### src/sv/ocmk_pkg.sv
// Shared types, constants and widths for the omni drive command kinematics block.
package ocmk_pkg;

  localparam int SETPOINT_W = 16;
  localparam int SPEED_W    = 25;
  localparam int GAIN_W     = 32;
  localparam int WEIGHT_W   = 10;
  localparam int CMD_W      = 8;
  localparam int CFG_IDX_W  = 2;
  localparam int CFG_DATA_W = 32;

  // Wheel term in Q.16 and its split for the two partial products.
  localparam int X_W  = 43;
  localparam int XL_W = 21;
  localparam int XH_W = X_W - XL_W;

  localparam int M_TDATA_W = 128;
  localparam int S_TDATA_W = 8;

  localparam logic [16:0] HALF_ROOT3_Q16 = 17'd56757;
  localparam logic signed [SETPOINT_W-1:0] SETPOINT_MAX = 16'sd32767;

  localparam logic [GAIN_W-1:0]   GAIN_RESET   = 32'd219080;
  localparam logic [WEIGHT_W-1:0] WEIGHT_RESET = 10'd100;

  localparam logic [CFG_IDX_W-1:0] REG_SPEED_GAIN = 2'd0;
  localparam logic [CFG_IDX_W-1:0] REG_ROT_WEIGHT = 2'd1;

  localparam int QUEUE_DEPTH_DEF = 2;

  typedef struct packed {
    logic signed [SETPOINT_W-1:0] forward;
    logic signed [SETPOINT_W-1:0] lateral;
    logic signed [SETPOINT_W-1:0] rotation;
    logic                         report;
  } cmd_entry_t;

endpackage

### src/sv/ocmk_queue.sv
// Short FIFO of decoded setpoint sets between the decoder and the kinematics engine.
module ocmk_queue #(
  parameter int DEPTH = ocmk_pkg::QUEUE_DEPTH_DEF
) (
  input  logic                 clk,
  input  logic                 rst,
  input  logic                 push,
  input  ocmk_pkg::cmd_entry_t push_data,
  input  logic                 pop,
  output ocmk_pkg::cmd_entry_t pop_data,
  output logic                 full,
  output logic                 empty
);
  import ocmk_pkg::*;

  localparam int AW = (DEPTH > 1) ? $clog2(DEPTH) : 1;
  localparam int CW = $clog2(DEPTH + 1);

  cmd_entry_t    mem [0:DEPTH-1];
  logic [AW-1:0] wr_ptr;
  logic [AW-1:0] rd_ptr;
  logic [CW-1:0] count;

  function automatic logic [AW-1:0] bump(input logic [AW-1:0] p);
    if (p == AW'(DEPTH - 1)) begin
      return '0;
    end else begin
      return p + 1'b1;
    end
  endfunction

  always_ff @(posedge clk) begin
    if (push) begin
      mem[wr_ptr] <= push_data;
    end
  end

  always_ff @(posedge clk) begin
    if (rst) begin
      wr_ptr <= '0;
      rd_ptr <= '0;
      count  <= '0;
    end else begin
      if (push) begin
        wr_ptr <= bump(wr_ptr);
      end
      if (pop) begin
        rd_ptr <= bump(rd_ptr);
      end
      if (push && !pop) begin
        count <= count + 1'b1;
      end else if (pop && !push) begin
        count <= count - 1'b1;
      end
    end
  end

  assign pop_data = mem[rd_ptr];
  assign full     = (count == CW'(DEPTH));
  assign empty    = (count == '0);

endmodule

### config.mk
export PLATFORM = sky130hd
export DESIGN_NAME = ocmk_queue
export DESIGN_NICKNAME = d
export VERILOG_FILES = /design/src/sv/ocmk_pkg.sv /design/src/sv/ocmk_queue.sv
export SDC_FILE = /design/constraint.sdc
export NUM_CORES = 1
export LEC_CHECK = 0
export ABC_AREA = 1
export BUFFER_PORTS_ARGS = -buffer_cell sky130_fd_sc_hd__buf_2
export CAP_MARGIN = 10
export CORE_MARGIN = 2
export CORE_UTILIZATION = 52
export DETAILED_ROUTE_END_ITERATION = 8
export GPL_ROUTABILITY_DRIVEN = 1
export PLACE_DENSITY = 0.86
export SYNTH_ARGS = -nofsm -noshare
export SYNTH_HDL_FRONTEND = slang
export SYNTH_SLANG_ARGS = --single-unit
export TNS_END_PERCENT = 20
### constraint.sdc
create_clock -name clk -period 3.15 [get_ports clk]
set_input_delay 0 -clock clk [delete_from_list [all_inputs] [get_ports clk]]
set_output_delay 0 -clock clk [all_outputs]
set_load 0.05 [all_outputs]
==> impl_metrics.ini <==
[status]
status = finished, final reports clean

[job]
maxCapViolations = 0

[layout]
seq_area_mm2 = 0.00304
post-route-util_pct = 71.4
fillers = 477
area_growth_pct = 34.6
multi_input_area_um2 = 689
fin_nets = 404
drive_gt1_share_pct = 48.2

[logic_synthesis]
synth_fa_ha_area_share_pct = 0.329
synthXorXnorAreaFrac_pct = 0.230
ys_ff_latch = 103
yosys.area_share.simple_pct = 1.61
ys_warn_count = 0
synth_cells = 185
synth_top_family_by_area = multiplexers
synthMuxAreaShare_pct = 15.5
yosysSeqAreaShare_pct = 79.9
avgSynthCellArea_um2 = 20.6
syn_area_mm2 = 0.00381
synthDistinctLibCells = 17
syn_nets = 239
synth_compound_area_share_pct = 0.263

[clock_network]
hold_buffers = 53
post_cts_buffers = 0
cts.sinks = 103
clockRootBuffer = clkbuf_8
path_clk_slew_ns = 0.09
numCtsBuffers = 9
cts_tree = built
clock_latency_ns = 0.35
cts.repair.resized = 0
clk_path_buf_depth = 2
cts_htree_levels = 3

[worst_hold_path]
hp-start = push_data[7]
hp-class = in -> reg

[global_routing]
grt_max_degree = 51
grt_pass1_wl_mm = 10.2
grt_usage_pct = 17.6
grt_overflow_total = 0
antenna_found_initial = 1
first_global_vias = 2269

[worst_setup_path]
path_buf_inv = 2
endpoint_kind = output pin
worstSetupPathType = reg -> out
crit_fanout = 18
crit_arrival_ns = 1.91
slowest_delay_ns = 0.60
worstPathRequired_ns = 3.15
r2r-start = wr_ptr
crit_slowest_cell = dfxtp_2
crit_family = flip-flops
critical_path.cell_chain = buf_4, mux2_2, buf_2
worst_setup_path_start_kind = register

[sta]
relSlewSlack_pct = 27.6
fin_crit_sh_pct = 60.7
finalHoldViolCount = 0
worst_pin_slew_ns = 1.08
finalClockSkew_ns = 0.00755
setup_viol = 0
rsz0062_at_grt = false
final_max_slew_viol_count = 0
fmaxAchievable_mhz = 523
finalCriticalPeriod_ns = 1.91
tns_ns = 0

[power]
power_switching_uw = 818
seqPwrFrac_pct = 56.0
combPwrFrac_pct = 19.9
clkPwrFrac_pct = 24.1
internal_power_uw = 2060
power_density_mw_per_mm2 = 561
leakagePower_uw = 0.00199
vdd_ir_drop_max_mv = 0.405
swShare_pct = 28.4

[drt]
drc = 0
drtAntennaViolNets = 0
drt_pass1_iterations = 4
wl_per_cell_um = 14.9
avgViaCountPerCell = 4.85
wl_mm = 6.77
drt_iter0_drc = 111
dr_total_vias = 2206

[die]
die_w_um = 89.6
start_util_pct = 53.1
die_y_um = 89.6
die-area_mm2 = 0.00802
core-area_mm2 = 0.00718
ios = 104
rows = 31

[placement]
gp_congestion = 0.649
numPortBuffers = 103
place_hpwl_mm = 4.00
sequential cells by signal, summed over array words and instances (netlist names), named ones only:
signal,count
rd_ptr,1
wr_ptr,1
count,2
mem,98
cells in the final DEF (no fill, tap or decap), types with 2 or more instances in the layout:
cell type,count
buf_2,103
edfxtp_1,98
dlygate4sd3_1,53
mux2_2,39
mux2_4,10
clkbuf_8,9
inv_1,8
nor2_1,6
nand2_1,5
dfxtp_1,4
clkinv_1,3
buf_4,3
clkinvlp_4,2
layout make-up:
cell class	instances	area share (%)
Timing Repair Buffer	159	20.8
Multi-Input combinational cell	68	13.4
Antenna cell	1	0.0488
Clock buffer	9	2.42
Clock inverter	7	0.781
Inverter	9	0.659
Sequential cell	103	59.4
Tap cell	99	2.42
per-layer routing:
metal / vias up / global-route usage [%] / routed length, um
met5: - / 0 / 0
met2: 89 / 29.8 / 3530
li1: 1037 / - / -
met1: 1063 / 20.4 / 2670
met4: 0 / 9.23 / 157
met3: 17 / 5.03 / 411
Yosys cell counts:
cell,instances,area (um^2)
mux2_4,10,150
nand3_1,1,5.00
nor2_1,7,26.3
buf_4,3,22.5
xnor2_1,1,8.76
ha_1,1,12.5
nand4_1,1,6.26
edfxtp_1,98,2940
mux2_2,39,439
nor3_1,1,5.00
nand2_1,5,18.8
dfxtp_1,5,100
buf_8,1,15.0
a21oi_1,1,5.00
inv_1,9,33.8
buf_6,1,11.3
o21ai_0,1,5.00
worst paths after layout:
kind | to | depth (start not counted) | slack, ns
worst max register to register | mem[1][22] | 2 | 1.46
worst min-delay path | mem[1][7] | 2 | 0.37
worst min register to register | rd_ptr | 2 | 0.56
worst max-delay path | pop_data[4] | 3 | 1.24
logic make-up after synthesis:
logic type,Yosys count
xor gates and xnor gates,1
DFF,103
buffers and inverters,14
AOI/OAI and AO/OA,2
and+or+nand+nor,15
muxes,49
adders and majority gates,1
per-stage QoR:
step	instances	setup slack (ns)	total power, uW	hold slack (ns)	instance area, um^2
2_1_floorplan	185	0.316	2040	0.0724	3810
3_3_place_gp	385	1.49	2150	0.189	4430
3_5_place_dp	385	1.44	2160	0.192	4430
4_1_cts	454	1.22	2900	0.352	5120
5_1_grt	455	1.15	2990	0.355	5130
6_report	455	1.24	2880	0.366	5130
power by group through the flow:
stage               Clock, uW  Sequential [uW]  Combinational (uW)
finish                    693             1610                 573
global route              769             1620                 605
floorplan                   0             1630                 410
detailed placement          0             1640                 521
global placement            0             1640                 514
CTS                       711             1610                 574
Note: power is estimated with default switching activity, not from simulation.
