===== config.mk =====
export PLATFORM = sky130hd
export DESIGN_NAME = ocmk_back
export DESIGN_NICKNAME = d
export VERILOG_FILES = /design/src/sv/ocmk_pkg.sv /design/src/sv/ocmk_back.sv
export SDC_FILE = /design/constraint.sdc
export NUM_CORES = 2
export LEC_CHECK = 0
export BUFFER_PORTS_ARGS = -buffer_cell sky130_fd_sc_hd__buf_2
export CORE_ASPECT_RATIO = 1.2
export CORE_MARGIN = 2
export CORE_UTILIZATION = 50
export DETAILED_ROUTE_END_ITERATION = 12
export PLACE_DENSITY = 0.71
export SLEW_MARGIN = 20
export SYNTH_ARGS = -nofsm -noshare
export SYNTH_HDL_FRONTEND = slang
export SYNTH_SLANG_ARGS = --single-unit

===== constraint.sdc =====
create_clock -name clk -period 25.8 [get_ports clk]
set_input_delay 1.29 -clock clk [delete_from_list [all_inputs] [get_ports clk]]
set_output_delay 1.29 -clock clk [all_outputs]
set_load 0.1 [all_outputs]

===== src/sv/ocmk_pkg.sv =====
// Shared types, constants and widths for the omni drive command kinematics block.
package ocmk_pkg;

  localparam int SETPOINT_W = 16;
  localparam int SPEED_W    = 25;
  localparam int GAIN_W     = 32;
  localparam int WEIGHT_W   = 10;
  localparam int CMD_W      = 8;
  localparam int CFG_IDX_W  = 2;
  localparam int CFG_DATA_W = 32;

  // Wheel term in Q.16 and its split for the two partial products.
  localparam int X_W  = 43;
  localparam int XL_W = 21;
  localparam int XH_W = X_W - XL_W;

  localparam int M_TDATA_W = 128;
  localparam int S_TDATA_W = 8;

  localparam logic [16:0] HALF_ROOT3_Q16 = 17'd56757;
  localparam logic signed [SETPOINT_W-1:0] SETPOINT_MAX = 16'sd32767;

  localparam logic [GAIN_W-1:0]   GAIN_RESET   = 32'd219080;
  localparam logic [WEIGHT_W-1:0] WEIGHT_RESET = 10'd100;

  localparam logic [CFG_IDX_W-1:0] REG_SPEED_GAIN = 2'd0;
  localparam logic [CFG_IDX_W-1:0] REG_ROT_WEIGHT = 2'd1;

  localparam int QUEUE_DEPTH_DEF = 2;

  typedef struct packed {
    logic signed [SETPOINT_W-1:0] forward;
    logic signed [SETPOINT_W-1:0] lateral;
    logic signed [SETPOINT_W-1:0] rotation;
    logic                         report;
  } cmd_entry_t;

endpackage


===== src/sv/ocmk_back.sv =====
// Kinematics engine: forms the three wheel terms, scales them by the gain and drives the result.
module ocmk_back (
  input  logic                               clk,
  input  logic                               rst,
  input  logic [ocmk_pkg::GAIN_W-1:0]        speed_gain,
  input  logic [ocmk_pkg::WEIGHT_W-1:0]      rotation_weight,
  input  logic                               q_empty,
  input  ocmk_pkg::cmd_entry_t               q_data,
  output logic                               q_pop,
  output logic                               m_tvalid,
  input  logic                               m_tready,
  output logic [ocmk_pkg::M_TDATA_W-1:0]     m_tdata,
  output logic                               m_tuser
);
  import ocmk_pkg::*;

  localparam logic [2:0] ST_IDLE = 3'd0;
  localparam logic [2:0] ST_MUL  = 3'd1;
  localparam logic [2:0] ST_SUM  = 3'd2;
  localparam logic [2:0] ST_PROD = 3'd3;
  localparam logic [2:0] ST_FIN  = 3'd4;
  localparam logic [2:0] ST_EMIT = 3'd5;

  localparam int W_W   = WEIGHT_W + SETPOINT_W + 1;
  localparam int HL_W  = 17 + SETPOINT_W;
  localparam int PH_W  = GAIN_W + 1 + XH_W;
  localparam int PL_W  = GAIN_W + XL_W;
  localparam int SUM_W = PH_W + XL_W;
  localparam int R_W   = SUM_W - GAIN_W;

  localparam logic signed [R_W-1:0] SPD_MAX = R_W'(2 ** (SPEED_W - 1) - 1);
  localparam logic signed [R_W-1:0] SPD_MIN = -R_W'(2 ** (SPEED_W - 1));

  logic [2:0]                   state;
  logic [1:0]                   wheel;
  cmd_entry_t                   cur;
  logic signed [W_W-1:0]        w_term;
  logic signed [HL_W-1:0]       lat_term;
  logic signed [X_W-1:0]        x_term [0:2];
  logic signed [PH_W-1:0]       prod_hi;
  logic [PL_W-1:0]              prod_lo;
  logic [1:0]                   prod_wheel;
  logic                         prod_vld;
  logic signed [SPEED_W-1:0]    speed [0:2];

  logic signed [X_W-1:0]        fx, wx, hx, xa, xb, xc, xsel;
  logic signed [SUM_W-1:0]      full_sum;
  logic signed [R_W-1:0]        scaled;
  logic signed [SPEED_W-1:0]    scaled_sat;
  logic                         out_free;

  // Wheel terms in Q.16: forward is halved exactly for wheels b and c, lateral carries sqrt3/2.
  always_comb begin
    fx = {{(X_W-SETPOINT_W){cur.forward[SETPOINT_W-1]}}, cur.forward};
    wx = {{(X_W-W_W){w_term[W_W-1]}}, w_term};
    hx = {{(X_W-HL_W){lat_term[HL_W-1]}}, lat_term};
    xa = (fx + wx) <<< 16;
    xb = (wx <<< 16) - (fx <<< 15) - hx;
    xc = (wx <<< 16) - (fx <<< 15) + hx;
  end

  assign xsel = x_term[wheel];

  // Exact gain * X, then floor by dropping 32 fraction bits and clamp to the speed range.
  always_comb begin
    full_sum = {prod_hi, {XL_W{1'b0}}} + {{(SUM_W-PL_W){1'b0}}, prod_lo};
    scaled   = full_sum[SUM_W-1:GAIN_W];
    if (scaled > SPD_MAX) begin
      scaled_sat = SPD_MAX[SPEED_W-1:0];
    end else if (scaled < SPD_MIN) begin
      scaled_sat = SPD_MIN[SPEED_W-1:0];
    end else begin
      scaled_sat = scaled[SPEED_W-1:0];
    end
  end

  assign out_free = !m_tvalid || m_tready;
  assign q_pop    = (state == ST_IDLE) && !q_empty;

  always_ff @(posedge clk) begin
    case (state)
      ST_IDLE: begin
        cur <= q_data;
      end
      ST_MUL: begin
        w_term   <= $signed({{(W_W-WEIGHT_W){1'b0}}, rotation_weight})
                  * $signed({{(W_W-SETPOINT_W){cur.rotation[SETPOINT_W-1]}}, cur.rotation});
        lat_term <= $signed({{(HL_W-17){1'b0}}, HALF_ROOT3_Q16})
                  * $signed({{(HL_W-SETPOINT_W){cur.lateral[SETPOINT_W-1]}}, cur.lateral});
      end
      ST_SUM: begin
        x_term[0] <= xa;
        x_term[1] <= xb;
        x_term[2] <= xc;
      end
      ST_PROD: begin
        prod_hi    <= $signed({{(PH_W-GAIN_W){1'b0}}, speed_gain})
                    * $signed({{(PH_W-XH_W){xsel[X_W-1]}}, xsel[X_W-1:XL_W]});
        prod_lo    <= {{(PL_W-GAIN_W){1'b0}}, speed_gain}
                    * {{(PL_W-XL_W){1'b0}}, xsel[XL_W-1:0]};
        prod_wheel <= wheel;
      end
      default: ;
    endcase
    if (prod_vld) begin
      speed[prod_wheel] <= scaled_sat;
    end
    if (state == ST_EMIT && out_free) begin
      m_tdata <= {{(M_TDATA_W - 3*SPEED_W - 3*SETPOINT_W){1'b0}},
                  cur.rotation, cur.lateral, cur.forward,
                  speed[2], speed[1], speed[0]};
      m_tuser <= cur.report;
    end
  end

  always_ff @(posedge clk) begin
    if (rst) begin
      state    <= ST_IDLE;
      wheel    <= '0;
      prod_vld <= 1'b0;
      m_tvalid <= 1'b0;
    end else begin
      prod_vld <= (state == ST_PROD);
      if (m_tvalid && m_tready && state != ST_EMIT) begin
        m_tvalid <= 1'b0;
      end
      case (state)
        ST_IDLE: begin
          if (!q_empty) begin
            state <= ST_MUL;
          end
        end
        ST_MUL: state <= ST_SUM;
        ST_SUM: begin
          wheel <= '0;
          state <= ST_PROD;
        end
        ST_PROD: begin
          if (wheel == 2'd2) begin
            state <= ST_FIN;
          end else begin
            wheel <= wheel + 1'b1;
          end
        end
        ST_FIN: state <= ST_EMIT;
        ST_EMIT: begin
          if (out_free) begin
            m_tvalid <= 1'b1;
            state    <= ST_IDLE;
          end
        end
        default: state <= ST_IDLE;
      endcase
    end
  end

endmodule


==> summary.md <==
| Metric | Value |
|---|---|
| Core footprint | `0.1548 mm²` |
| RSZ-0062 raised after global routing | `no` |
| Combined area of the multi-input logic cells | `0.05524 mm²` |
| Max_cap viols | `0` |
| Post-DP HPWL | `144.3 mm` |
| Syn avg cell area | `10.04 µm²` |
| Synthesized instance count | `7772` |
| WS Path Type | `flop to flop` |
| DP Area | `0.08126 mm²` |
| Slowest-stage cell, CP | `dfxtp_2` |
| Final nets | `9996` |
| Post-Route WL | `188.3 mm` |
| Non-Filler Instances | `9928` |
| Critical Path Source Type | `flop` |
| Crit-path max FO | `32` |
| Relative slew slack | `21.32%` |
| Pre-CTS WS | `16.04 ns` |
| Grt ovf | `0` |
| Root buffer cell | `clkbuf_16` |
| Arrival @ worst endpoint | `10.10 ns` |
| Commonest non-fill, non-tap cells in the layout | `inv_1 (1660), fa_1 (1419), nand2_1 (867)` |
| Area grow syn2layout | `6.558%` |
| Routability cong. | `0.9009` |
| Die Wd | `364.7 µm` |
| Via Count | `53.31k` |
| Final setup vio count | `0` |
| Maximum root-to-sink buffer count | `3` |
| Flops & latches, synth | `518` |
| Die area | `0.1593 mm²` |
| Ys async rst share | `0%` |
| Ys flop type | `edfxtp_1` |
| Worst path required time | `26.25 ns` |
| CP peak stage delay | `0.91 ns` |
| Clock-pin transition on the worst setup and hold timing paths | `0.06 ns` |
| H-tree levels | `2` |
| Main combinational cell family by area after synthesis | `adder cells` |
| Register Area | `0.01547 mm²` |
| Antenna violations before repair | `7` |
| Worst clock skew | `0.08938 ns` |
| # DRC | `0` |
| I/O Buffers | `220` |
| Register area share after synthesis | `19.81%` |
| Clk sink count | `518` |
| EDFF count, synth | `509` |
| Post-synthesis compound-gate area fraction | `5.899%` |
| Crit share post-route | `37.40%` |
| Worst hold-check path type | `flop to flop` |
| Initial Util | `50.42%` |
| Mapped Area | `0.07805 mm²` |
| IO Count | `226` |
| Hold Fails Final Rpt | `0` |
| Hold-fix buffers, CTS | `0` |
| Area share of fa/ha/maj cells after synthesis | `47.44%` |
| Routed Antenna Nets | `0` |
| Postcts setup bufs | `0` |
| Placed insts | `9814` |
| Filler Cells Inserted | `13.50k` |
| Die Ht | `436.8 µm` |
| Actual slew at the worst max-slew pin | `1.180 ns` |
| Final Cell Area | `0.08317 mm²` |
| Most common cell on crit path | `fa_1` |
| Slew Viols, Final | `0` |
| CTS tree | `done` |
| First-pass GRT wire length | `306.2 mm` |
| Post-Synth Simple-Gate Area | `13.71%` |
| R2r setup slk | `16.15 ns` |
| Routed len/inst | `18.97 µm` |
| Violation count after the first detailed-route iteration | `2857` |
| Total CTS buffers | `57` |
| Drt first pass iters | `5` |
| Final worst slack | `16.15 ns` |
| Vias in the first global route | `58.14k` |
| Fin crit period | `9.650 ns` |
| Peak Freq | `0.1036 GHz` |
| Via-to-Cell Ratio | `5.370` |
| Top post-synthesis cells by area | `fa_1 (36%), edfxtp_1 (20%), ha_1 (11%)` |
| Skew-Pair Late Insertion Delay | `0.72 ns` |
| Outcome | `finished clean` |
| Cell taking the most area after synthesis | `fa_1` |
| Fraction of layout cells with a size suffix above 1 | `6.121%` |
| Most common cell after layout, fill and taps aside | `inv_1` |
| # rows | `158` |
| Post-Synth XOR/XNOR Area | `2.996%` |
| Fin Setup TNS | `0 ns` |
| Total GRT Usage | `24.31%` |
| Synth unique cells | `92` |
| Worst setup EP type | `flop` |
| Synth warn | `0` |
| Resize count post-CTS | `0` |
| Largest net degree at the start of global routing | `79` |
| Top-area cell type share of the netlist area | `36.40%` |
| Multiplexer share of the synthesized area | `0.4280%` |
==> sequential cells by signal (all words and copies together), names as in the netlist, named ones only <==
name	cells
m_tdata	123
m_tvalid	1
m_tuser	1
wheel	2
speed	75
prod_hi	55
state	3
w_term	27
x_term	112
prod_vld	1
prod_lo	32
cur	49
lat_term	33
prod_wheel	2
==> critical path, delay by kind of cell, from the launching register on <==
family | cells | cell delay (ns)
buffers and inverters | 6 | 0.65
AO/OA/AOI/OAI | 8 | 2.15
flip-flops | 1 | 0.91
XOR/XNOR | 1 | 0.13
AND/OR/NAND/NOR | 5 | 1.74
adder cells (fa/ha/maj) | 8 | 3.84
==> synth_stat cells (24+ instances only) <==
library cell,count
nor3_1,58
nand2_1,867
and2_1,709
and3_1,26
inv_1,1661
a211oi_1,25
nor2b_1,84
o21ai_1,42
o21a_1,36
clkbuf_1,323
a21oi_1,209
xor2_1,77
fa_1,1419
nor2_1,195
o21bai_1,37
nand4_1,24
mux2i_1,30
edfxtp_1,509
ha_1,689
o21ai_0,97
nand2b_1,34
nand3_1,52
a21o_1,94
xnor2_1,190
==> cell families after synthesis <==
kind of cell,Yosys count
DFF,518
and+or+nand+nor,2140
other,1
adders and majority gates,2108
xor gates and xnor gates,267
muxes,33
AOI/OAI and AO/OA,700
buffers and inverters,2005
==> per-stage QoR <==
stage | utilization [%] | hold WS [ns]
6_report | 53.73 | 0.4137
5_1_grt | 53.72 | 0.4182
4_1_cts | 53.72 | 0.4130
3_5_place_dp | 52.50 | 0.4045
3_3_place_gp | 52.50 | 0.4014
2_1_floorplan | - | 0.4003
==> routing by layer <==
metal | up-vias | wire length (µm) | share of wire, % | track usage (%)
met5 | - | 18 | 0.0096 | 0
met4 | 2 | 9192 | 4.9 | 10.38
met3 | 502 | 12050 | 6.4 | 3.811
met2 | 1671 | 95330 | 51 | 43.02
met1 | 27230 | 71730 | 38 | 29.18
li1 | 23910 | - | - | -
==> final timing paths <==
path	from	cells after the start	end
max reg2reg	flop	28	prod_lo[51]
min reg2reg	speed[1][2]	0	m_tdata[27]
min	speed[1][2]	0	m_tdata[27]
max	flop	28	prod_lo[51]
==> layout make-up <==
type,instances,area share (%)
well taps,2080,3.129
flip-flops and latches,518,18.60
repair buffers,302,2.064
clock inverters,40,0.4799
inverters,1661,7.498
multi-input cells,5253,66.42
clock buffers,68,1.790
diodes,6,0.01805
Power is not shown: default switching activity piles up to over one toggle a cycle in this logic, so the estimate is an artifact.
