## src/sv/ocmk_pkg.sv

```systemverilog
// Shared types, constants and widths for the omni drive command kinematics block.
package ocmk_pkg;

  localparam int SETPOINT_W = 16;
  localparam int SPEED_W    = 25;
  localparam int GAIN_W     = 32;
  localparam int WEIGHT_W   = 10;
  localparam int CMD_W      = 8;
  localparam int CFG_IDX_W  = 2;
  localparam int CFG_DATA_W = 32;

  // Wheel term in Q.16 and its split for the two partial products.
  localparam int X_W  = 43;
  localparam int XL_W = 21;
  localparam int XH_W = X_W - XL_W;

  localparam int M_TDATA_W = 128;
  localparam int S_TDATA_W = 8;

  localparam logic [16:0] HALF_ROOT3_Q16 = 17'd56757;
  localparam logic signed [SETPOINT_W-1:0] SETPOINT_MAX = 16'sd32767;

  localparam logic [GAIN_W-1:0]   GAIN_RESET   = 32'd219080;
  localparam logic [WEIGHT_W-1:0] WEIGHT_RESET = 10'd100;

  localparam logic [CFG_IDX_W-1:0] REG_SPEED_GAIN = 2'd0;
  localparam logic [CFG_IDX_W-1:0] REG_ROT_WEIGHT = 2'd1;

  localparam int QUEUE_DEPTH_DEF = 2;

  typedef struct packed {
    logic signed [SETPOINT_W-1:0] forward;
    logic signed [SETPOINT_W-1:0] lateral;
    logic signed [SETPOINT_W-1:0] rotation;
    logic                         report;
  } cmd_entry_t;

endpackage

```

## src/sv/ocmk_front.sv

```systemverilog
// Command decoder: applies each byte to the setpoints and emits the updated set.
module ocmk_front (
  input  logic                        clk,
  input  logic                        rst,
  input  logic                        take,
  input  logic [ocmk_pkg::CMD_W-1:0]  cmd,
  output ocmk_pkg::cmd_entry_t        entry
);
  import ocmk_pkg::*;

  localparam logic [CMD_W-1:0] CMD_CLEAR  = 8'h5A; // Z
  localparam logic [CMD_W-1:0] CMD_REPORT = 8'h53; // S
  localparam logic [CMD_W-1:0] CMD_F_UP1  = 8'h61; // a
  localparam logic [CMD_W-1:0] CMD_F_DN1  = 8'h62; // b
  localparam logic [CMD_W-1:0] CMD_F_UP10 = 8'h41; // A
  localparam logic [CMD_W-1:0] CMD_F_DN10 = 8'h42; // B
  localparam logic [CMD_W-1:0] CMD_L_UP1  = 8'h63; // c
  localparam logic [CMD_W-1:0] CMD_L_DN1  = 8'h64; // d
  localparam logic [CMD_W-1:0] CMD_L_UP10 = 8'h43; // C
  localparam logic [CMD_W-1:0] CMD_L_DN10 = 8'h44; // D
  localparam logic [CMD_W-1:0] CMD_R_UP1  = 8'h65; // e
  localparam logic [CMD_W-1:0] CMD_R_DN1  = 8'h66; // f
  localparam logic [CMD_W-1:0] CMD_R_UP10 = 8'h45; // E
  localparam logic [CMD_W-1:0] CMD_R_DN10 = 8'h46; // F

  logic signed [SETPOINT_W-1:0] forward, forward_next;
  logic signed [SETPOINT_W-1:0] lateral, lateral_next;
  logic signed [SETPOINT_W-1:0] rotation, rotation_next;
  logic                         report;

  // Add a small step and clamp to the symmetric setpoint range.
  function automatic logic signed [SETPOINT_W-1:0] step_sat(
    input logic signed [SETPOINT_W-1:0] v,
    input logic signed [4:0]            d
  );
    logic signed [SETPOINT_W:0] s;
    s = {v[SETPOINT_W-1], v} + {{(SETPOINT_W-4){d[4]}}, d};
    if (s > $signed({SETPOINT_MAX[SETPOINT_W-1], SETPOINT_MAX})) begin
      return SETPOINT_MAX;
    end else if (s < -$signed({SETPOINT_MAX[SETPOINT_W-1], SETPOINT_MAX})) begin
      return -SETPOINT_MAX;
    end else begin
      return s[SETPOINT_W-1:0];
    end
  endfunction

  always_comb begin
    forward_next  = forward;
    lateral_next  = lateral;
    rotation_next = rotation;
    report        = 1'b0;
    case (cmd)
      CMD_CLEAR: begin
        forward_next  = '0;
        lateral_next  = '0;
        rotation_next = '0;
      end
      CMD_F_UP1:  forward_next  = step_sat(forward, 5'sd1);
      CMD_F_DN1:  forward_next  = step_sat(forward, -5'sd1);
      CMD_F_UP10: forward_next  = step_sat(forward, 5'sd10);
      CMD_F_DN10: forward_next  = step_sat(forward, -5'sd10);
      CMD_L_UP1:  lateral_next  = step_sat(lateral, 5'sd1);
      CMD_L_DN1:  lateral_next  = step_sat(lateral, -5'sd1);
      CMD_L_UP10: lateral_next  = step_sat(lateral, 5'sd10);
      CMD_L_DN10: lateral_next  = step_sat(lateral, -5'sd10);
      CMD_R_UP1:  rotation_next = step_sat(rotation, 5'sd1);
      CMD_R_DN1:  rotation_next = step_sat(rotation, -5'sd1);
      CMD_R_UP10: rotation_next = step_sat(rotation, 5'sd10);
      CMD_R_DN10: rotation_next = step_sat(rotation, -5'sd10);
      CMD_REPORT: report = 1'b1;
      default: ;
    endcase
  end

  always_ff @(posedge clk) begin
    if (rst) begin
      forward  <= '0;
      lateral  <= '0;
      rotation <= '0;
    end else if (take) begin
      forward  <= forward_next;
      lateral  <= lateral_next;
      rotation <= rotation_next;
    end
  end

  assign entry.forward  = forward_next;
  assign entry.lateral  = lateral_next;
  assign entry.rotation = rotation_next;
  assign entry.report   = report;

endmodule

```

## config.mk

```make
export PLATFORM = sky130hd
export DESIGN_NAME = ocmk_front
export DESIGN_NICKNAME = d
export VERILOG_FILES = /design/src/sv/ocmk_pkg.sv /design/src/sv/ocmk_front.sv
export SDC_FILE = /design/constraint.sdc
export NUM_CORES = 1
export LEC_CHECK = 0
export BUFFER_PORTS_ARGS = -buffer_cell sky130_fd_sc_hd__buf_2
export CAP_MARGIN = 5
export CORE_MARGIN = 1
export CORE_UTILIZATION = 48
export DETAILED_ROUTE_END_ITERATION = 10
export PLACE_DENSITY_LB_ADDON = 0.15
export REMOVE_ABC_BUFFERS = 1
export SLEW_MARGIN = 20
export SYNTH_ARGS = -nofsm -noshare
export SYNTH_HDL_FRONTEND = slang
export SYNTH_SLANG_ARGS = --single-unit
```

## constraint.sdc

```tcl
create_clock -name clk -period 9.8 [get_ports clk]
set_input_delay 1.96 -clock clk [delete_from_list [all_inputs] [get_ports clk]]
set_output_delay 1.96 -clock clk [all_outputs]
set_load 0.02 [all_outputs]
```

==> flow_summary_export.csv, run 1 <==
group,metric,value,unit
run_status,outcome,"finished, final reports clean",
min_path,hold_depth,2,
synth,ys_warn_count,0,
clock_network,clkSinkCount,48,
critical_path,critPathKind,"flop to output port",
drt,ant_nets,0,
synth,ys_seq_elements,48,
pwr,power_density,53.73,nW/µm²
min_path,hold_end,"forward[5]",
sta,hold_ws,0.6706,ns
die,io_pins,60,
die,die_h,153.7,µm
sta,period_needed,7.213,ns
drt,vias,14700,
min_path,min-delay-path-class,"flop to flop",
synth,synth_ff_type,"dfxtp_1",
critical_path,crit_path_start_kind,"flop",
clock_network,clk_latency,0.32,ns
critical_path,r2r_setup_slack,5.02,ns
place,gp_congestion,1.039,
synth,synthArstFlopShare,0,%
drt,first_pass_iters,7,
sta,drv_slew,0,
die,core-area,22640,µm²
synth,ys_seq_area_share,8.694,%
min_path,hold_start,"forward[5]",
clock_network,htreeDepth,2,
pwr,irDropWorstVdd,0.07067,mV
synth,synth_edf_count,0,
clock_network,clockBufferDepth,2,
flow_run,cap_viol_max_count,0,
synth,avgSynthCellArea,6.529,µm²
synth,ys_types,95,
drt,wl,51870,µm
critical_path,slowest_delay,0.88,ns
global_route,grt_pass1_wl,79940,µm
sta,rsz0062_at_grt,"no",
clock_network,postCtsSetupBuffers,0,
clock_network,clk_pin_slew,0.08,ns
drt,drc,0,
die,die_w,153.7,µm
critical_path,worst-path-max-fanout,24,
critical_path,crit_chain,"inv_1 > ha_1 > or4b_2 > o22ai_1 > a32oi_1 > or4_1 > o21ai_1 > buf_4 > o21ba_2 > nor4b_1 > o21ai_0 > o21a_1 > buf_2",
sta,hold_violations,0,
critical_path,crit_family,"simple AND/OR/NAND/NOR gates",
synth,mappedNetlistArea,11050,µm²
drt,via_per_inst,7.563,
die,die_area,23640,µm²
sta,worst_pin_slew,1.071,ns
drt,wl_per_cell,26.68,µm
critical_path,r2r_end,"forward[3]",
clock_network,cts_resized,0,
sta,finalCritPeriodShare,73.60,%
global_route,grt_pass1_vias,13320,
global_route,grt_antenna_before_repair,5,
sta,clock_skew,0.01462,ns
sta,fmaxAchievable,138.6,MHz
sta,max-slew-margin-rel,27.69,%
sta,setup_viol,0,
clock_network,cts_tree,"yes",
die,rows,55,
sta,finalSetupTns,0,ns
global_route,grt_usage,42.88,%
drt,drt-initial-drc-count,2175,
place,io_buffers,59,
finish,nets,1694,
critical_path,cp_num_buf_inv,3,
place,place_hpwl,37600,µm
clock_network,cts-root-buf,"clkbuf_16",
global_route,overflow,0,
synth,synthCells,1693,
finish,area_growth,5.977,%
critical_path,crit_path_end_kind,"output port",
finish,postLayoutCoreUtil,51.74,%
critical_path,cp_data_arrival_time,5.25,ns
critical_path,r2r-start,"forward[2]",
pwr,total_leakage_power,0.004067,µW
die,start_util,48.82,%
clock_network,hold_buffers,0,
critical_path,cp_data_required_time,7.84,ns
finish,drive_above_1_share,11.30,%
critical_path,rr_worst_depth,11,
clock_network,cts_made_buffers,5,
global_route,grt_max_degree,34,
critical_path,cpMaxStageDelayCell,"dfxtp_1",
finish,fillers,2331,
final cells by class:
cell class | count | area, µm² | share of cell area, %
clock buffers | 5 | 125.1 | 1.068
well taps | 285 | 356.6 | 3.044
flip-flops and latches | 48 | 960.9 | 8.203
clock inverters | 3 | 68.82 | 0.5875
repair buffers | 113 | 700.7 | 5.982
multi-input cells | 1447 | 9345 | 79.78
diodes | 4 | 10.01 | 0.08545
inverters | 39 | 146.4 | 1.250
synthesized netlist by cell type, drive strengths merged, types with 21 or more instances:
cell    count  share of area, %
buf        41               1.7
a31oi      25               1.4
o22ai      29               1.6
nand2     115               4.0
nand2b     28               1.6
nand3      67               3.0
clkbuf    118               4.0
nor4       47               2.9
nand4      44               2.5
or3        27               1.5
xnor2      78               6.2
o21ai      97               4.4
dfxtp      48               8.7
ha         29               3.3
o31ai      23               1.6
o21a       23               1.6
o211ai     23               1.6
nor3       90               4.2
a211oi     21               1.4
inv        34               1.2
nor2      180               6.1
a21oi     110               5.0
sequential cells by signal, summed over array words and instances (netlist names):
name and flops:
forward 16, lateral 16, rotation 16
worst max-delay path by stage:
| stage | from | endpoint | slack [ns] | cells after the start |
|---|---|---|---|---|
| floorplan | cmd[3] | entry[24] | 2.66 | 7 |
| global placement | cmd[4] | entry[6] | 2.70 | 10 |
| detailed placement | cmd[4] | entry[21] | 2.55 | 9 |
| CTS | cmd[4] | entry[21] | 2.55 | 9 |
| global route | lateral[2] | entry[24] | 2.49 | 13 |
| finish | lateral[2] | entry[24] | 2.59 | 13 |
worst reg2reg max path, delay by kind of cell, from the launching register on:
family,cells,cell delay [ns]
AOI/OAI and AO/OA,5,1.90
and+or+nand+nor,4,1.29
DFF,1,0.77
adders and majority gates,1,0.42
buffers and inverters,1,0.32
cell usage in the layout (no fill, tap or decap), types with 23 or more instances in the layout:
cell / n
nor2_1: 179
buf_2: 59
xnor2_1: 78
o211ai_1: 23
nand3_1: 67
a21oi_1: 110
a31oi_1: 25
nor4_1: 45
o21a_1: 23
dfxtp_1: 48
nand4_1: 44
nand2_1: 113
nor3_1: 87
o21ai_0: 92
or3_1: 27
inv_1: 34
buf_4: 54
ha_1: 29
o22ai_1: 29
nand2b_1: 28
metal layers:
layer,routed length (µm),GRT usage [%],up-vias
li1,-,-,6412
met1,20760,57.04,6905
met2,21610,63.64,1169
met3,7243,13.59,215
met4,2248,17.24,2
met5,11,0,-
per-stage QoR:
stage                     power [µW]  instance area (µm²)  setup WS [ns]  std cells
after floorplan                319.6                10420          2.658       1534
after global placement         379.9                11500          2.697       1932
after detailed placement       379.2                11500          2.551       1932
after CTS                      624.5                11690          2.551       1940
after global routing           650.9                11710          2.491       1942
final                          629.4                11710          2.587       1944
cell families after synthesis:
kind of cell	share of synthesized area, %
fa+ha+maj	3.283
buf+inv	7.030
compound gates	35.62
mux	1.879
simple gates	35.80
flops	8.694
xor+xnor	7.686
power by group:
part           internal (µW)  switching, µW  total (µW)
Combinational           60.1            123         183
Clock                    148           97.1         245
Sequential               197           4.46         201
Note: power is estimated with default switching activity, not from simulation.
==> inputs of run 2 (changes only) <==
Clock period 9.8 ns to 6.3 ns, I/O delays scaled along.
==> run 2 against run 1 <==
Critical path depth is 1 lower. Cell area up 1.6%. Count of clock-buffer cells in the layout stayed put. Sequential power increased by 60%. Register-to-register slack got worse by 3.2 ns. Worst setup slack got worse by 2.4 ns. Clock power rose by 58%. Clock skew up 0.0040 ns. Global-route usage decreased by 0.31 points. Via count is 1.5% higher. Largest cell class unchanged.
==> flow_summary_export.csv, run 2 (synthesis results as in run 1) <==
group,metric,value,unit
critical_path,slowest_delay,0.79,ns
critical_path,crit_path_end_kind,"output port",
sta,finalCritPeriodShare,97.39,%
clock_network,clk_pin_slew,0.09,ns
critical_path,r2r_end,"forward[13]",
clock_network,postCtsSetupBuffers,0,
critical_path,r2r-start,"forward[0]",
clock_network,htreeDepth,2,
sta,clock_skew,0.01859,ns
sta,hold_ws,0.5499,ns
sta,finalSetupTns,0,ns
critical_path,crit_path_start_kind,"flop",
run_status,outcome,"finished, final reports clean",
pwr,total_leakage_power,0.004199,µW
critical_path,crit_start,"forward[0]",
die,rows,55,
critical_path,worst-path-max-fanout,16,
global_route,grt_max_degree,34,
drt,wl_per_cell,26.39,µm
critical_path,rr_worst_depth,11,
sta,worst_pin_slew,1.063,ns
finish,mostFrequentLayoutCells,"179 x nor2_1, 113 x nand2_1, 110 x a21oi_1",
die,die_w,153.7,µm
global_route,grt_usage,42.57,%
sta,hold_violations,0,
clock_network,clockBufferDepth,2,
pwr,power_density,82.62,nW/µm²
critical_path,critPathKind,"flop to output port",
die,die_h,153.7,µm
finish,area_growth,7.709,%
sta,rsz0062_at_grt,"no",
global_route,overflow,0,
die,start_util,48.82,%
place,io_buffers,59,
critical_path,cp_data_required_time,5.04,ns
finish,final_common_cell,"nor2_1",
place,gp_congestion,1.083,
finish,reg.largest.list,"forward: 16 flops, lateral: 16 flops, rotation: 16 flops",
pwr,irDropWorstVdd,0.1370,mV
place,place_hpwl,38150,µm
critical_path,critical_path.endpoint,"entry[46]",
flow_run,cap_viol_max_count,0,
finish,nets,1722,
drt,drc,0,
min_path,min-delay-path-class,"flop to flop",
drt,wl,51960,µm
sta,setup_viol,0,
die,die_area,23640,µm²
drt,via_per_inst,7.576,
sta,fmaxAchievable,163.0,MHz
critical_path,r2r_setup_slack,1.78,ns
clock_network,cts_tree,"yes",
finish,drive_above_1_share,12.72,%
finish,final_area,11910,µm²
die,io_pins,60,
die,core-area,22640,µm²
drt,ant_nets,0,
critical_path,cp_data_arrival_time,4.88,ns
drt,first_pass_iters,7,
drt,vias,14920,
global_route,grt_pass1_wl,79090,µm
sta,max-slew-margin-rel,28.17,%
global_route,grt_antenna_before_repair,1,
drt,drt-initial-drc-count,2452,
clock_network,cts-root-buf,"clkbuf_16",
critical_path,cpMaxStageDelayCell,"a2111oi_0",
sta,period_needed,6.136,ns
critical_path,crit_chain,"ha_1 > nand3_1 > nor3_1 > mux2i_1 > o311ai_0 > o31a_1 > nand2b_1 > nor2_1 > a2111oi_0 > buf_4 > a21oi_1 > buf_2",
place,dpl-instance-area,11700,µm²
clock_network,cts_made_buffers,5,
clock_network,clk_latency,0.32,ns
sta,drv_slew,0,
global_route,grt_pass1_vias,13070,
clock_network,clkSinkCount,48,
[run 2: routing by layer]
metal  up-vias  track usage (%)  wire length [µm]
met3       276            11.08              7463
met4         0            21.10              3159
met1      6823            56.20             19890
li1       6463                -                 -
met5         -                0                 0
met2      1355            63.72             21450
[run 2: worst max-delay path, delay by kind of cell (launching register included)]
family / cells / cell delay (ns)
adder cells (fa/ha/maj): 1 / 0.46
AO/OA/AOI/OAI: 4 / 1.38
flip-flops: 1 / 0.74
buffers and inverters: 2 / 0.43
multiplexers: 1 / 0.23
AND/OR/NAND/NOR: 4 / 1.33
[run 2: what timing repair did]
item                                   4_1_cts  5_1_grt
endpoints found under the hold margin        0        0
gates resized for setup                      0        1
hold buffers                                 0        0
setup endpoints to repair                    0        2
[run 2: per-stage QoR]
step           total power (µW)  util (%)  cells  worst slack [ns]
6_report                  983.6     52.58   1969            0.1641
5_1_grt                    1010     52.57   1968           0.09408
4_1_cts                   969.4     52.54   1968            0.3621
3_5_place_dp              588.8     51.69   1960            0.6949
3_3_place_gp              589.4     51.69   1960            0.6153
2_1_floorplan             497.2         -   1534            0.5582
[run 2: report_power, final]
group	internal [µW]	switching (µW)	total [µW]	leakage, µW
clock network	230	157	387	0.0000944
registers	307	15.2	322	0.000388
logic	94.5	181	275	0.00372
[run 2: worst min-delay path by stage]
stage                            start      endpoint  slack [ns]  cells past startpoint
final                      rotation[0]   rotation[0]        0.55                      2
after floorplan           rotation[14]  rotation[14]        0.57                      2
after CTS                  rotation[0]   rotation[0]        0.54                      2
after global placement     rotation[0]   rotation[0]        0.52                      2
after global routing      rotation[10]  rotation[10]        0.63                      2
after detailed placement   rotation[0]   rotation[0]        0.53                      2
[run 2: area by class of cell]
| type | instances | area [µm²] |
|---|---|---|
| clock inverters | 3 | 68.82 |
| clock buffers | 5 | 125.1 |
| inverters | 39 | 146.4 |
| diodes | 1 | 2.502 |
| fillers | 2316 | 10740 |
| well taps | 285 | 356.6 |
| repair buffers | 141 | 910.9 |
| multi-input cells | 1447 | 9333 |
| flip-flops and latches | 48 | 962.2 |
==> inputs of run 3 (changes only) <==
Settings changed: ABC_AREA set to 1, CAP_MARGIN 5 to 20, SLEW_MARGIN 20 to 0.
==> run 3 against run 2 <==
First-iteration DRC count is 28% lower. Worst setup slack better by 0.69 ns. Routed wire length is 4.0% lower. Global-route usage is 1.8 points lower. Critical path depth is 1 higher.
==> flow_summary_export.csv, run 3 <==
group,metric,value,unit
synth,ys_types,41,
synth,synth_edf_count,0,
synth,synthArstFlopShare,0,%
place,dpl-instance-area,11840,µm²
global_route,grt_pass1_wl,76330,µm
synth,yosysMostFrequentCell,"nand2_1",
clock_network,cts-root-buf,"clkbuf_16",
die,core-area,23540,µm²
finish,multi_input_area,8974,µm²
pwr,total_leakage_power,0.007185,µW
flow_run,cap_viol_max_count,0,
global_route,overflow,0,
sta,clock_skew,0.01932,ns
synth,yosys-top-cells-count,"1033 x nand2_1, 300 x nand3_1, 284 x nor2_1, 273 x inv_1, 76 x a21oi_1",
finish,drive_above_1_share,7.389,%
die,rows,56,
synth,synthCells,2411,
critical_path,crit_path_start_kind,"input port",
clock_network,htreeDepth,2,
finish,final_area,12010,µm²
clock_network,cts_tree,"yes",
critical_path,rr_worst_depth,19,
sta,drv_slew,0,
clock_network,cts_made_buffers,5,
pwr,power_density,131.5,nW/µm²
finish,mostFrequentLayoutCells,"1033 x nand2_1, 300 x nand3_1, 284 x nor2_1",
critical_path,cp_data_required_time,5.04,ns
min_path,hold_end,"forward[12]",
place,gp_congestion,1.052,
finish,regArea,960.9,µm²
sta,hold_violations,0,
synth,synth_area_leaders,"nand2_1 34%, nand3_1 13%, nor2_1 9.2%",
sta,max-slew-margin-rel,27.81,%
clock_network,clkSinkCount,48,
finish,final_common_cell,"nand2_1",
sta,worst_pin_slew,1.081,ns
place,io_buffers,59,
pwr,irDropWorstVdd,0.1130,mV
critical_path,crit_path_end_kind,"output port",
critical_path,critPathKind,"input port to output port",
clock_network,clk_latency,0.33,ns
die,die_h,157.0,µm
critical_path,worst-path-max-fanout,12,
finish,reg.largest.list,"forward: 16 flops, lateral: 16 flops, rotation: 16 flops",
drt,via_per_inst,5.659,
clock_network,clockBufferDepth,2,
place,place_hpwl,38600,µm
die,io_pins,60,
critical_path,r2r_setup_slack,2.74,ns
drt,wl,49900,µm
synth,ys_seq_elements,48,
min_path,hold_depth,2,
critical_path,cp_data_arrival_time,4.18,ns
global_route,grt_usage,40.73,%
clock_network,postCtsSetupBuffers,0,
synth,synth_ff_type,"dfxtp_1",
die,die_area,24630,µm²
drt,wl_per_cell,18.29,µm
finish,area_growth,4.180,%
sta,rsz0062_at_grt,"no",
clock_network,cts_resized,0,
min_path,min-delay-path-class,"flop to flop",
finish,antenna_cells,0,
synth,ys_seq_area_share,8.338,%
drt,vias,15440,
sta,finalSetupTns,0,ns
global_route,grt_pass1_vias,13730,
synth,mappedNetlistArea,11520,µm²
sta,setup_viol,0,
drt,drc,0,
global_route,grt_antenna_before_repair,1,
finish,fillers,2760,
synth,synth_top_area_share,33.64,%
synth,avgSynthCellArea,4.780,µm²
die,start_util,48.95,%
sta,period_needed,5.442,ns
critical_path,r2r-start,"rotation[4]",
drt,first_pass_iters,8,
sta,finalCritPeriodShare,86.38,%
die,die_w,157.0,µm
global_route,grt_max_degree,52,
synth,ys_warn_count,0,
drt,drt-initial-drc-count,1762,
min_path,hold_start,"forward[12]",
synth,synth_largest_area_cell,"nand2_1",
finish,nets,2448,
clock_network,hold_buffers,0,
run_status,outcome,"finished, final reports clean",
critical_path,r2r_end,"rotation[4]",
drt,ant_nets,0,
sta,fmaxAchievable,183.8,MHz
clock_network,clk_pin_slew,0.09,ns
run 3: area by class of cell:
type / instances / share of cell area [%]
multi-input cells: 1987 / 74.74
inverters: 293 / 9.171
flip-flops and latches: 48 / 8.003
repair buffers: 73 / 3.335
well taps: 319 / 3.324
clock buffers: 5 / 1.042
clock inverters: 3 / 0.3856
run 3: logic make-up (layout without fill, tap and decap cells):
logic type / Yosys count / in the layout / synth area share [%]
and+or+nand+nor: 1772 / 1772 / 65.15
xor gates and xnor gates: 31 / 31 / 2.421
DFF: 48 / 48 / 8.338
buffers and inverters: 376 / 374 / 13.80
AOI/OAI and AO/OA: 155 / 155 / 7.144
adders and majority gates: 29 / 29 / 3.148
run 3: power by group:
group          internal, µW  switching (µW)
clock                   190             164
sequential              323            84.2
combinational           229             588
run 3: worst max-delay path by stage:
stage / startpoint / endpoint / slack (ns) / cells past startpoint
floorplan: cmd[6] / entry[7] / 1.93 / 12
global placement: cmd[7] / entry[7] / 1.13 / 13
detailed placement: cmd[7] / entry[7] / 1.07 / 13
CTS: cmd[7] / entry[7] / 1.06 / 13
global route: cmd[7] / entry[7] / 0.73 / 13
finish: cmd[7] / entry[7] / 0.86 / 13
run 3: metal layers:
| layer | share of wire, % | global-route usage (%) |
|---|---|---|
| met4 | 4.5 | 16.53 |
| met5 | 0 | 0 |
| met3 | 13 | 12.67 |
| met2 | 41 | 61.95 |
| met1 | 41 | 52.95 |
run 3: through the flow:
stage | hold WS, ns | setup WS, ns | cells | power, µW | utilization [%]
after floorplan | 0.6034 | 1.932 | 2328 | 953.6 | -
after global placement | 0.7371 | 1.128 | 2720 | 1199 | 50.27
after CTS | 0.7584 | 1.063 | 2728 | 1553 | 51.00
after detailed placement | 0.7458 | 1.068 | 2720 | 1200 | 50.27
after global routing | 0.7892 | 0.7345 | 2728 | 1687 | 51.00
final | 0.7815 | 0.8580 | 2728 | 1579 | 51.00
run 3: worst max-delay path, cell delays in order:
cell and delay, ns:
buf_2 0.10, nor2_1 0.13, inv_1 0.07, nor3_1 0.38
clkinv_1 0.37, nor2_1 0.70, nand3_2 0.52, nand3_1 0.23
nor2_1 0.07, nand2_1 0.07, nand2_1 0.08, inv_1 0.06
buf_2 0.15
